## config.mk

```make
export PLATFORM = sky130hd
export DESIGN_NAME = ascii_command_frame_receiver_core
export DESIGN_NICKNAME = d
export VERILOG_FILES = /design/src/acfr_pkg.sv /design/src/ascii_command_frame_receiver_core.sv
export SDC_FILE = /design/constraint.sdc
export NUM_CORES = 1
export LEC_CHECK = 0
export ABC_CLOCK_PERIOD_IN_PS = 8300
export BUFFER_PORTS_ARGS = -buffer_cell sky130_fd_sc_hd__buf_2
export CAP_MARGIN = 25
export CORE_AREA = 2 2 239 241
export DETAILED_ROUTE_END_ITERATION = 7
export DIE_AREA = 0 0 241 243
export HOLD_SLACK_MARGIN = 0.08
export PLACE_DENSITY = 0.57
export SYNTH_ARGS = -nofsm -noshare
export SYNTH_HDL_FRONTEND = slang
export SYNTH_SLANG_ARGS = --single-unit
```

## constraint.sdc

```tcl
create_clock -name aclk -period 8.3 [get_ports aclk]
set_input_delay 2.49 -clock aclk [delete_from_list [all_inputs] [get_ports aclk]]
set_output_delay 2.49 -clock aclk [all_outputs]
set_load 0.05 [all_outputs]
```

## src/acfr_pkg.sv

```systemverilog
`timescale 1ns / 1ps

package acfr_pkg;

    localparam int MAX_FRAME = 64;
    localparam int ADDR_W    = $clog2(MAX_FRAME);
    localparam int CNT_W     = $clog2(MAX_FRAME + 1);
    localparam int LIM_W     = 7;
    localparam int CHR_W     = 7;
    localparam int SUM_W     = $clog2(MAX_FRAME * (1 << CHR_W));
    localparam int CMP_W     = (CNT_W > LIM_W) ? CNT_W : LIM_W;

    localparam logic [7:0] CH_OPEN  = 8'h7B;
    localparam logic [7:0] CH_CLOSE = 8'h7D;
    localparam logic [7:0] CH_SEP   = 8'h7C;
    localparam logic [7:0] CH_LOW   = 8'h20;

    localparam logic [LIM_W-1:0] LIMIT_RESET = LIM_W'(64);

    typedef enum logic [2:0] {
        ST_IDLE,
        ST_FETCH,
        ST_DECIDE,
        ST_SUM,
        ST_CHECK,
        ST_EMIT_RD,
        ST_EMIT_LD,
        ST_EMPTY
    } state_t;

    // (x mod 90) + ' ' for an 8-bit x; x < 3 * 90 so two compare/subtracts do it
    function automatic logic [CHR_W-1:0] check_char(input logic [7:0] x);
        logic [7:0] r;
        begin
            if (x >= 8'd180) begin
                r = x - 8'd180;
            end else if (x >= 8'd90) begin
                r = x - 8'd90;
            end else begin
                r = x;
            end
            check_char = CHR_W'(r + CH_LOW);
        end
    endfunction

endpackage

```

## src/ascii_command_frame_receiver_core.sv

```systemverilog
`timescale 1ns / 1ps

// ASCII command frame receiver. Bytes come in on the s_ channel, one item
// per cycle while the block is idle; '{' opens a frame, bytes outside
// 0x20..0x7D or a frame longer than cfg buffer_limit (capped at MAX_FRAME)
// abort it. On '}' the frame is resolved from the frame memory (a
// synchronous RAM with one write and one read port, registered read), and
// s_ready stays low until resolution and emission are done: fetch the
// separator, name and check bytes, then for the checked form {body|n?ab} a
// sum walk over indices 1..len-5 and a check step, then emit the body
// characters on the m_ channel (one per cycle with m_ready high, or one
// empty-body result). The last result may still wait in the output
// register while new bytes are taken.
module ascii_command_frame_receiver_core (
    input  logic                          aclk,
    input  logic                          aresetn,
    input  logic                          cfg_wr_en,
    input  logic [acfr_pkg::LIM_W-1:0]    cfg_wr_data,
    input  logic                          s_valid,
    output logic                          s_ready,
    input  logic [7:0]                    s_rx_byte,
    output logic                          m_valid,
    input  logic                          m_ready,
    output logic [acfr_pkg::CHR_W-1:0]    m_command_name,
    output logic [acfr_pkg::CHR_W-1:0]    m_body_char,
    output logic                          m_body_empty,
    output logic                          m_had_check,
    output logic                          m_last_char
);
    import acfr_pkg::*;

    // frame memory
    logic [CHR_W-1:0]  mem [MAX_FRAME];
    logic [CHR_W-1:0]  mem_q;
    logic              mem_we;
    logic [ADDR_W-1:0] mem_wa;
    logic [CHR_W-1:0]  mem_wd;
    logic              mem_re;
    logic [ADDR_W-1:0] mem_ra;

    // control / datapath registers
    state_t            state_reg, state_next;
    logic [CNT_W-1:0]  count_reg, count_next;
    logic [CNT_W-1:0]  len_reg, len_next;
    logic [CNT_W-1:0]  idx_reg, idx_next;
    logic [CNT_W-1:0]  body_len_reg, body_len_next;
    logic [1:0]        ph_reg, ph_next;
    logic              rd_pend_reg, rd_pend_next;
    logic [SUM_W-1:0]  sum_reg, sum_next;
    logic [LIM_W-1:0]  limit_reg;
    logic [CHR_W-1:0]  v6_reg, v6_next;
    logic [CHR_W-1:0]  v5_reg, v5_next;
    logic [CHR_W-1:0]  v3_reg, v3_next;
    logic [CHR_W-1:0]  v2_reg, v2_next;
    logic [CHR_W-1:0]  name_reg, name_next;
    logic              checked_reg, checked_next;

    // output register
    logic              m_valid_reg, m_valid_next;
    logic [CHR_W-1:0]  m_name_reg, m_name_next;
    logic [CHR_W-1:0]  m_char_reg, m_char_next;
    logic              m_empty_reg, m_empty_next;
    logic              m_chk_reg, m_chk_next;
    logic              m_last_reg, m_last_next;

    logic              in_acc;
    logic              out_free;
    logic              full;
    logic              bad_byte;
    logic [CMP_W-1:0]  limit_eff;
    logic [CNT_W-1:0]  len_new;
    logic [CNT_W-1:0]  sum_end;

    assign s_ready  = (state_reg == ST_IDLE);
    assign in_acc   = s_valid && s_ready;
    assign out_free = !m_valid_reg || m_ready;

    assign limit_eff = (CMP_W'(limit_reg) > CMP_W'(MAX_FRAME)) ? CMP_W'(MAX_FRAME)
                                                                : CMP_W'(limit_reg);
    assign full      = (CMP_W'(count_reg) >= limit_eff) ||
                       (CMP_W'(count_reg) >= CMP_W'(MAX_FRAME));
    assign bad_byte  = (s_rx_byte < CH_LOW) || (s_rx_byte > CH_CLOSE);
    assign len_new   = count_reg + CNT_W'(1);
    assign sum_end   = len_reg - CNT_W'(5);   // last index summed

    always_comb begin
        state_next    = state_reg;
        count_next    = count_reg;
        len_next      = len_reg;
        idx_next      = idx_reg;
        body_len_next = body_len_reg;
        ph_next       = ph_reg;
        rd_pend_next  = rd_pend_reg;
        sum_next      = sum_reg;
        v6_next       = v6_reg;
        v5_next       = v5_reg;
        v3_next       = v3_reg;
        v2_next       = v2_reg;
        name_next     = name_reg;
        checked_next  = checked_reg;
        m_valid_next  = m_valid_reg && !m_ready;
        m_name_next   = m_name_reg;
        m_char_next   = m_char_reg;
        m_empty_next  = m_empty_reg;
        m_chk_next    = m_chk_reg;
        m_last_next   = m_last_reg;
        mem_we        = 1'b0;
        mem_wa        = '0;
        mem_wd        = s_rx_byte[CHR_W-1:0];
        mem_re        = 1'b0;
        mem_ra        = '0;

        unique case (state_reg)
            ST_IDLE: begin
                if (in_acc) begin
                    priority if (s_rx_byte == CH_OPEN) begin
                        mem_we     = 1'b1;
                        mem_wa     = '0;
                        count_next = CNT_W'(1);
                    end else if (count_reg == '0) begin
                        count_next = count_reg;   // no frame open: ignore
                    end else if (full || bad_byte) begin
                        count_next = '0;
                    end else begin
                        mem_we     = 1'b1;
                        mem_wa     = count_reg[ADDR_W-1:0];
                        count_next = len_new;
                        if (s_rx_byte == CH_CLOSE) begin
                            count_next = '0;
                            len_next   = len_new;
                            ph_next    = '0;
                            if (len_new >= CNT_W'(5)) begin
                                state_next = ST_FETCH;
                            end
                        end
                    end
                end
            end

            // read len-6, len-5, len-3, len-2; each value is registered in mem_q and taken in the following phase
            ST_FETCH: begin
                mem_re  = 1'b1;
                ph_next = ph_reg + 2'd1;
                unique case (ph_reg)
                    2'd0: mem_ra = ADDR_W'(len_reg - CNT_W'(6));
                    2'd1: begin
                        mem_ra  = ADDR_W'(len_reg - CNT_W'(5));
                        v6_next = mem_q;
                    end
                    2'd2: begin
                        mem_ra  = ADDR_W'(len_reg - CNT_W'(3));
                        v5_next = mem_q;
                    end
                    default: begin
                        mem_ra     = ADDR_W'(len_reg - CNT_W'(2));
                        v3_next    = mem_q;
                        state_next = ST_DECIDE;
                    end
                endcase
            end

            ST_DECIDE: begin
                v2_next = mem_q;
                // checked form takes priority; index 0 holds '{' so it implies len >= 7
                priority if ((len_reg >= CNT_W'(6)) && (v6_reg == CH_SEP[CHR_W-1:0])) begin
                    name_next    = v5_reg;
                    idx_next     = CNT_W'(1);
                    sum_next     = '0;
                    rd_pend_next = 1'b0;
                    state_next   = ST_SUM;
                end else if (v3_reg == CH_SEP[CHR_W-1:0]) begin
                    name_next     = mem_q;
                    checked_next  = 1'b0;
                    body_len_next = len_reg - CNT_W'(4);
                    idx_next      = CNT_W'(1);
                    state_next    = ST_EMIT_RD;
                end else begin
                    state_next = ST_IDLE;
                end
            end

            // sum over indices 1 .. len-5
            ST_SUM: begin
                if (rd_pend_reg) begin
                    sum_next = sum_reg + SUM_W'(mem_q);
                end
                if (idx_reg <= sum_end) begin
                    mem_re       = 1'b1;
                    mem_ra       = idx_reg[ADDR_W-1:0];
                    idx_next     = idx_reg + CNT_W'(1);
                    rd_pend_next = 1'b1;
                end else begin
                    rd_pend_next = 1'b0;
                    if (!rd_pend_reg) begin
                        state_next = ST_CHECK;
                    end
                end
            end

            ST_CHECK: begin
                if ((check_char(sum_reg[7:0]) == v3_reg) &&
                    (check_char(8'(sum_reg >> 8)) == v2_reg)) begin
                    checked_next  = 1'b1;
                    body_len_next = len_reg - CNT_W'(7);
                    idx_next      = CNT_W'(1);
                    state_next    = (len_reg == CNT_W'(7)) ? ST_EMPTY : ST_EMIT_RD;
                end else begin
                    state_next = ST_IDLE;
                end
            end

            ST_EMIT_RD: begin
                mem_re     = 1'b1;
                mem_ra     = idx_reg[ADDR_W-1:0];
                state_next = ST_EMIT_LD;
            end

            // mem_q holds body[idx] until the next read; prefetch idx+1 on load
            ST_EMIT_LD: begin
                if (out_free) begin
                    m_valid_next = 1'b1;
                    m_name_next  = name_reg;
                    m_char_next  = mem_q;
                    m_empty_next = 1'b0;
                    m_chk_next   = checked_reg;
                    m_last_next  = (idx_reg == body_len_reg);
                    if (idx_reg == body_len_reg) begin
                        state_next = ST_IDLE;
                    end else begin
                        mem_re   = 1'b1;
                        mem_ra   = ADDR_W'(idx_reg + CNT_W'(1));
                        idx_next = idx_reg + CNT_W'(1);
                    end
                end
            end

            ST_EMPTY: begin
                if (out_free) begin
                    m_valid_next = 1'b1;
                    m_name_next  = name_reg;
                    m_char_next  = '0;
                    m_empty_next = 1'b1;
                    m_chk_next   = checked_reg;
                    m_last_next  = 1'b1;
                    state_next   = ST_IDLE;
                end
            end

            default: state_next = ST_IDLE;
        endcase
    end

    always_ff @(posedge aclk) begin
        if (mem_we) begin
            mem[mem_wa] <= mem_wd;
        end
        if (mem_re) begin
            mem_q <= mem[mem_ra];
        end
    end

    always_ff @(posedge aclk) begin
        if (!aresetn) begin
            state_reg   <= ST_IDLE;
            count_reg   <= '0;
            limit_reg   <= LIMIT_RESET;
            rd_pend_reg <= 1'b0;
            m_valid_reg <= 1'b0;
        end else begin
            state_reg   <= state_next;
            count_reg   <= count_next;
            rd_pend_reg <= rd_pend_next;
            m_valid_reg <= m_valid_next;
            if (cfg_wr_en) begin
                limit_reg <= cfg_wr_data;
            end
        end
    end

    always_ff @(posedge aclk) begin
        len_reg      <= len_next;
        idx_reg      <= idx_next;
        body_len_reg <= body_len_next;
        ph_reg       <= ph_next;
        sum_reg      <= sum_next;
        v6_reg       <= v6_next;
        v5_reg       <= v5_next;
        v3_reg       <= v3_next;
        v2_reg       <= v2_next;
        name_reg     <= name_next;
        checked_reg  <= checked_next;
        m_name_reg   <= m_name_next;
        m_char_reg   <= m_char_next;
        m_empty_reg  <= m_empty_next;
        m_chk_reg    <= m_chk_next;
        m_last_reg   <= m_last_next;
    end

    assign m_valid        = m_valid_reg;
    assign m_command_name = m_name_reg;
    assign m_body_char    = m_char_reg;
    assign m_body_empty   = m_empty_reg;
    assign m_had_check    = m_chk_reg;
    assign m_last_char    = m_last_reg;

    // frame fill never passes the memory depth
    assert property (@(posedge aclk) disable iff (!aresetn)
        count_reg <= CNT_W'(MAX_FRAME))
        else $error("frame count beyond memory depth");

    // an empty-body result is a single, final result with a zero character
    assert property (@(posedge aclk) disable iff (!aresetn)
        (m_valid && m_body_empty) |-> (m_last_char && (m_body_char == '0)))
        else $error("empty-body result malformed");

    // emission index stays inside the body
    assert property (@(posedge aclk) disable iff (!aresetn)
        (state_reg == ST_EMIT_LD) |->
            ((idx_reg >= CNT_W'(1)) && (idx_reg <= body_len_reg)))
        else $error("body index out of range");

    // after a sum or check state, no byte is taken unless the block is back in idle
    assert property (@(posedge aclk) disable iff (!aresetn)
        (state_reg == ST_SUM || state_reg == ST_CHECK) |=> !(s_valid && s_ready) ||
            (state_reg == ST_IDLE))
        else $error("input accepted during resolve");

endmodule

```

### After elaboration in Yosys (flattened, before gate mapping)

Memory sizes are Yosys's and may differ from the RTL's. A register that Yosys moved wholly into a read port is not among the register bits.
Index checks and enable logic that the tools add are counted.

| storage, ports and cells | value |
|---|---|
| flip-flop bits (word level) | 108 |
| RAM bits | 448 |
| input port bits | 20 |
| output and inout port bits | 19 |
| word-level logic and storage cells | 215 |
| memories | 1 |

| cells by class | value |
|---|---|
| add/sub/neg operators | 16 |
| magnitude comparators | 12 |
| equal/unequal tests | 38 |
| mux-type cells | 87 |
| bitwise gates (word level) | 4 |
| reduce and logical (&&, ||, !) cells | 36 |

Memories:

| name | words | width | read ports | clocked after Yosys merged registers in | wr ports | line | source |
|---|---|---|---|---|---|---|---|
| mem | 64 | 7 | 1 | 1 | 1 | ascii_command_frame_receiver_core.sv:33 | `logic [CHR_W-1:0] mem [MAX_FRAME];` |

Operators with widths:

| operator | number |
|---|---|
| $mux 7 | 24 |
| $mux 6 | 8 |
| $mux 3 | 15 |
| $ne 2x2->1 const B | 17 |
| $pmux 7 s2 | 2 |
| $pmux 7 s4 | 1 |
| $mux 13 | 2 |
| $pmux 13 s2 | 1 |
| $pmux 3 s8 | 1 |
| $pmux 6 s4 | 1 |
| $eq 7x7->1 | 3 |
| $sub 7x3->7 const B | 3 |
| $mux 1 | 19 |
| $pmux 6 s3 | 1 |
| $reduce_and 6->1 | 3 |
| $eq 8x7->1 const B | 2 |
| $add 7x1->7 const B | 2 |
| $add 7x6->7 const B | 2 |
| $eq 7x7->1 const B | 2 |
| $ge 7x3->1 const B | 2 |
| $add 13x7->13 | 1 |
| $eq 3x3->1 const B | 4 |
| $mux 2 | 6 |
| $reduce_and 12->1 | 1 |
| 41 further kinds | 70 |

### Depth between registers and ports, before layout

| logic depth | value |
|---|---|
| depth after elaboration | 12 |
| gate-level depth with buffers | 19 |

### Least setup slack after synthesis

Ideal clock, no wire load.

| path | value |
|---|---|
| path type | input port to flip-flop |
| start | input port m_ready |
| end | register mem_q[3] (read register of mem) (data pin) |
| library setup time | 272 ps |
| data arrival time | 4863 ps |
| slack | 3166 ps |
| stages | 10 |
| buffers on the path | 1 |
| cell sequence | nor2b_1 > or3_1 > a211oi_1 > o31ai_4 > nand2_4 > buf_2 > mux2_1 > a211oi_1 > nor4_1 > or4_1 |

| on the way | value |
|---|---|
| cells in the longest elaborated chain, start to end | 3 |
| elaborated cells on any way between the ends | 5 |
| those cells by class | mux (4); reduce/logical (1) |

Ends and longest elaborated chain:

| what | line | source |
|---|---|---|
| start, declared | ascii_command_frame_receiver_core.sv:23 | `input logic m_ready,` |
| $logic_or 1x1->1 (*) | ascii_command_frame_receiver_core.sv:76 | `assign out_free = !m_valid_reg \|\| m_ready;` |
| $mux 6 or $mux 1 (tied branches) | ascii_command_frame_receiver_core.sv:220 | `if (out_free) begin` |
| $pmux 6 s4 or $pmux 1 s3 (tied branches) | ascii_command_frame_receiver_core.sv:113 | `unique case (state_reg)` |
| end, declared | ascii_command_frame_receiver_core.sv:34 | `logic [CHR_W-1:0] mem_q;` |

Mark *: on every way between the ends. The rest lies on a longest branch, timed or not.
A chain may end at the register's enable or synchronous reset.

### Final worst setup path

| path | value |
|---|---|
| start | register len_reg[3] |
| end | register mem_q[6] (read register of mem) (data pin) |

| on the way | value |
|---|---|
| cells in the longest elaborated chain, start to end | 4 |
| elaborated cells on any way between the ends | 10 |
| those cells by class | add/sub (4); order compare (1); mux (5) |

Ends and longest elaborated chain:

| what | line | source |
|---|---|---|
| start, declared | ascii_command_frame_receiver_core.sv:44 | `logic [CNT_W-1:0] len_reg, len_next;` |
| start signal, assigned | ascii_command_frame_receiver_core.sv:281 | `len_reg <= len_next;` |
| $sub 7x3->7 | ascii_command_frame_receiver_core.sv:147 | `mem_ra = ADDR_W'(len_reg - CNT_W'(5));` |
| $le 7x7->1 | ascii_command_frame_receiver_core.sv:187 | `if (idx_reg <= sum_end) begin` |
| $mux 6 or $mux 1 (tied branches) | ascii_command_frame_receiver_core.sv:187 |  |
| $pmux 6 s4 or $pmux 1 s3 (tied branches) | ascii_command_frame_receiver_core.sv:113 |  |

Parallel ways exist; a longest one is shown, timed or not.

==> run_results.csv <==
group,metric,value,unit
worst_setup_path,cpPeakStageDelay,0.95,ns
yosys,netlist.area_leader.share,65.39,%
yosys,syn_area_per_cell,12.98,um^2
sta,fin_setup_tns,0,ns
drt,drc,0,
floorplan,dieHeight,243,um
yosys,synth_seq_cells,563,
clocking,postCtsResizedCells,0,
hold_path,min_path_type,"reg -> reg",
sta,slew_headroom,32.11,%
global_route,first_global_vias,15550,
sta,fin_crit_sh,72.47,%
floorplan,dieWidth,241,um
worst_setup_path,critical_path_class,"reg -> reg",
yosys,netlist_area,24980,um^2
clocking,hold_buffers,0,
sta,timing_hold_violations_final,0,
clocking,tritoncts,"yes",
sta,slew_violations,0,
yosys,synthTopCellsByArea,"edfxtp_1 65%, nand2_1 4.4%, mux2i_1 3.2%",
sta,setup-violations-final,0,
power_and_ir_drop,peakVddDrop,166.2,uV
global_route,grt_pass1_wl,100200,um
run_status,outcome,"complete, no violations",
global_route,antenna_found_initial,0,
drt,vias,15850,
finish,final_layout_size_suffix_gt1_share,10.28,%
placed_design,dp.cells,2638,
worst_setup_path,arrival,6.51,ns
finish,final_core_util,49.89,%
finish,largest_reg_flops,448,
worst_setup_path,slowest_stage,"a2111oi_0",
finish,diodes,0,
drt,wl_per_cell,24.46,um
finish,layout-area-overhead-vs-synth,11.74,%
yosys,yosysWarnings,0,
global_route,grt_usage,23.14,%
hold_path,worstHoldPathCells,0,
finish,fin_nets,2008,
clocking,htreeDepth,2,
clocking,post-cts-setup-buffers,0,
clocking,clk_latency,0.63,ns
finish,stdcell_count,2751,
clocking,clockBufferDepth,3,
finish,fill_cells,4893,
worst_setup_path,critPathLaunchType,"flop",
hold_path,min_from,"name_reg[0]",
worst_setup_path,path_max_fanout,58,
yosys,synth_flop_cell,"edfxtp_1",
sta,period_needed,6.015,ns
worst_setup_path,path_cells,"inv_1 -> ha_1 -> nor2b_1 -> nor4_1 -> xnor2_1 -> ha_1 -> nand4_1 -> a21oi_2 -> nor4_4 -> o32a_2 -> buf_12 -> nand2_1 -> nand4_1 -> nand4_1 -> a2111oi_0 -> or4_1",
yosys,synth_cells,1925,
sta,tightest_slew,1.004,ns
floorplan,pin_count,39,
sta,fmax,166.2,MHz
drt,drt_iter0_markers,1630,
yosys,synth_nets,1988,
placed_design,gp_congestion,0.8843,
clocking,clkSlewWorstSetupHoldPaths,0.06,ns
global_route,overflow,0,
drt,firstDrtPassIters,6,
placed_design,port_buffers,38,
clocking,cts_buffers,58,
drt,ant_nets,0,
power_and_ir_drop,p_leak,0.009678,uW
sta,rsz0062_at_grt,"false",
worst_setup_path,critPathBufInv,2,
placed_design,dp_hpwl,43120,um
yosys,synth_top_cell_by_area,"edfxtp_1",
yosys,ys_seq_area_share,66.91,%
drt,wirelength,67300,um
worst_setup_path,end_kind,"flop",
clocking,clkSinkCount,563,
worst_setup_path,critPathTopFamily,"compound AO/OA/AOI/OAI gates",
worst_setup_path,worstPathRequired,8.79,ns
worst_setup_path,r2r_start,"len_reg[3]",
flow_run,drv_cap,0,
worst_setup_path,rrSetupSlack,2.28,ns
floorplan,rows,87,
drt,via_per_inst,5.761,
yosys,synth_edf_count,544,
hold_path,min_to,"m_command_name[0]",
floorplan,dieArea,58560,um^2
yosys,netlist-cell-type-count,88,
floorplan,fp.coreArea,55950,um^2
clocking,ctsRootBufferMaster,"clkbuf_16",
global_route,grt_max_degree,171,
worst_setup_path,r2r-end,"mem_q[6]",
power_and_ir_drop,powerDensity,222.8,nW/um^2
yosys,async_flop_share,0,%
floorplan,initial_core_util,44.65,%
sta,finClkSkew,0.01641,ns
worst_setup_path,path_common_cell,"nand4_1",
worst_setup_path,reg2regPathDepth,16,
-- cell usage after synthesis (all sizes together) (4+ instances only) --
cell,count
nand2b,10
nor3,26
clkbuf,43
nor4,17
and3,10
buf,63
dfxtp,19
or2,4
and2,16
o21ai,71
nand2,295
inv,29
a31oi,7
or3,5
a211oi,24
nor2,126
a21o,12
a32oi,12
o211ai,5
a22o,7
nand3,126
nor2b,19
xnor2,25
nand4,43
a22oi,8
ha,41
mux2i,79
a21oi,80
mux2,29
o21a,6
or4,6
xor2,28
edfxtp,544
o31ai,10
a211o,12
a2111oi,18
-- per-layer routing --
layer / track usage, % / routed length [um] / up-vias / share of wire, %
met5: 0 / 0 / - / 0
met4: 8.533 / 2265 / 0 / 3.4
met3: 3.469 / 4180 / 121 / 6.2
met2: 38.21 / 32230 / 612 / 48
met1: 30.94 / 28620 / 7836 / 43
li1: - / - / 7279 / -
-- worst register-to-register path, cell delays in order, from the launching register on --
cell and delay [ns]:
edfxtp_1 0.64, inv_1 0.23, ha_1 0.27, nor2b_1 0.17
nor4_1 0.24, xnor2_1 0.18, ha_1 0.29, nand4_1 0.22
a21oi_2 0.09, nor4_4 0.57, o32a_2 0.91, buf_12 0.36
nand2_1 0.15, nand4_1 0.14, nand4_1 0.24, a2111oi_0 0.95
or4_1 0.22
-- final cells by class --
class	instances	area (um^2)	share of cell area [%]
timing repair buffer	66	478.0	1.712
sequential	563	16720	59.88
clock inverter	33	465.4	1.667
clock buffer	77	1585	5.679
multi-input combinational	1225	7607	27.25
tap	756	945.9	3.389
inverter	31	116.4	0.4169
-- where the power goes --
part           switching [uW]  internal (uW)
Sequential               15.1           3120
Combinational             227           89.2
Clock                    1100           1660
Total                    1350           4870
-- stage by stage --
step / total power (uW) / hold WS (ns) / instance area, um^2 / worst slack, ns
after detailed placement: 3513 / 0.4045 / 25810 / 1.906
after global routing: 6387 / 0.4299 / 27910 / 1.813
after global placement: 3509 / 0.4040 / 25780 / 1.900
after floorplan: 3371 / 0.4003 / 24980 / 3.166
final: 6219 / 0.4171 / 27910 / 2.285
after CTS: 6256 / 0.4177 / 27860 / 2.260
-- kinds of logic (layout without fill, tap and decap cells) --
logic type	count (synthesis)	count (layout)	share of synthesized area [%]
flops	563	563	66.91
mux	108	108	4.473
compound gates	305	305	8.485
fa+ha+maj	43	43	2.214
buf+inv	137	207	2.690
simple gates	716	716	13.37
xor+xnor	53	53	1.858
-- worst max-delay path by stage --
stage	start	endpoint	cells after the start
floorplan	m_ready	mem_q[3]	10
global placement	m_ready	mem_q[6]	11
detailed placement	m_ready	mem_q[1]	10
CTS	len_reg[3]	mem_q[6]	16
global route	len_reg[3]	mem_q[6]	16
finish	len_reg[3]	mem_q[6]	16
-- layout by cell type, fill, tap and decap left out, drive strengths merged, types with 6 or more instances in the layout --
master / n
o21a: 6
mux2i: 79
edfxtp: 544
a31oi: 7
and2: 16
a32oi: 12
clkbuf: 77
ha: 41
or4: 6
nor2b: 19
nor3: 26
inv: 29
a211o: 12
buf: 64
nor4: 17
a2111oi: 18
and3: 10
clkinv: 21
a22oi: 8
nand2b: 10
mux2: 29
a211oi: 24
nor2: 126
nand4: 43
a21oi: 80
o31ai: 10
a22o: 7
nand3: 126
dfxtp: 19
bufinv: 10
nand2: 295
a21o: 12
o21ai: 71
xnor2: 25
xor2: 28
No activity file was read; power rests on OpenSTA's default activity.
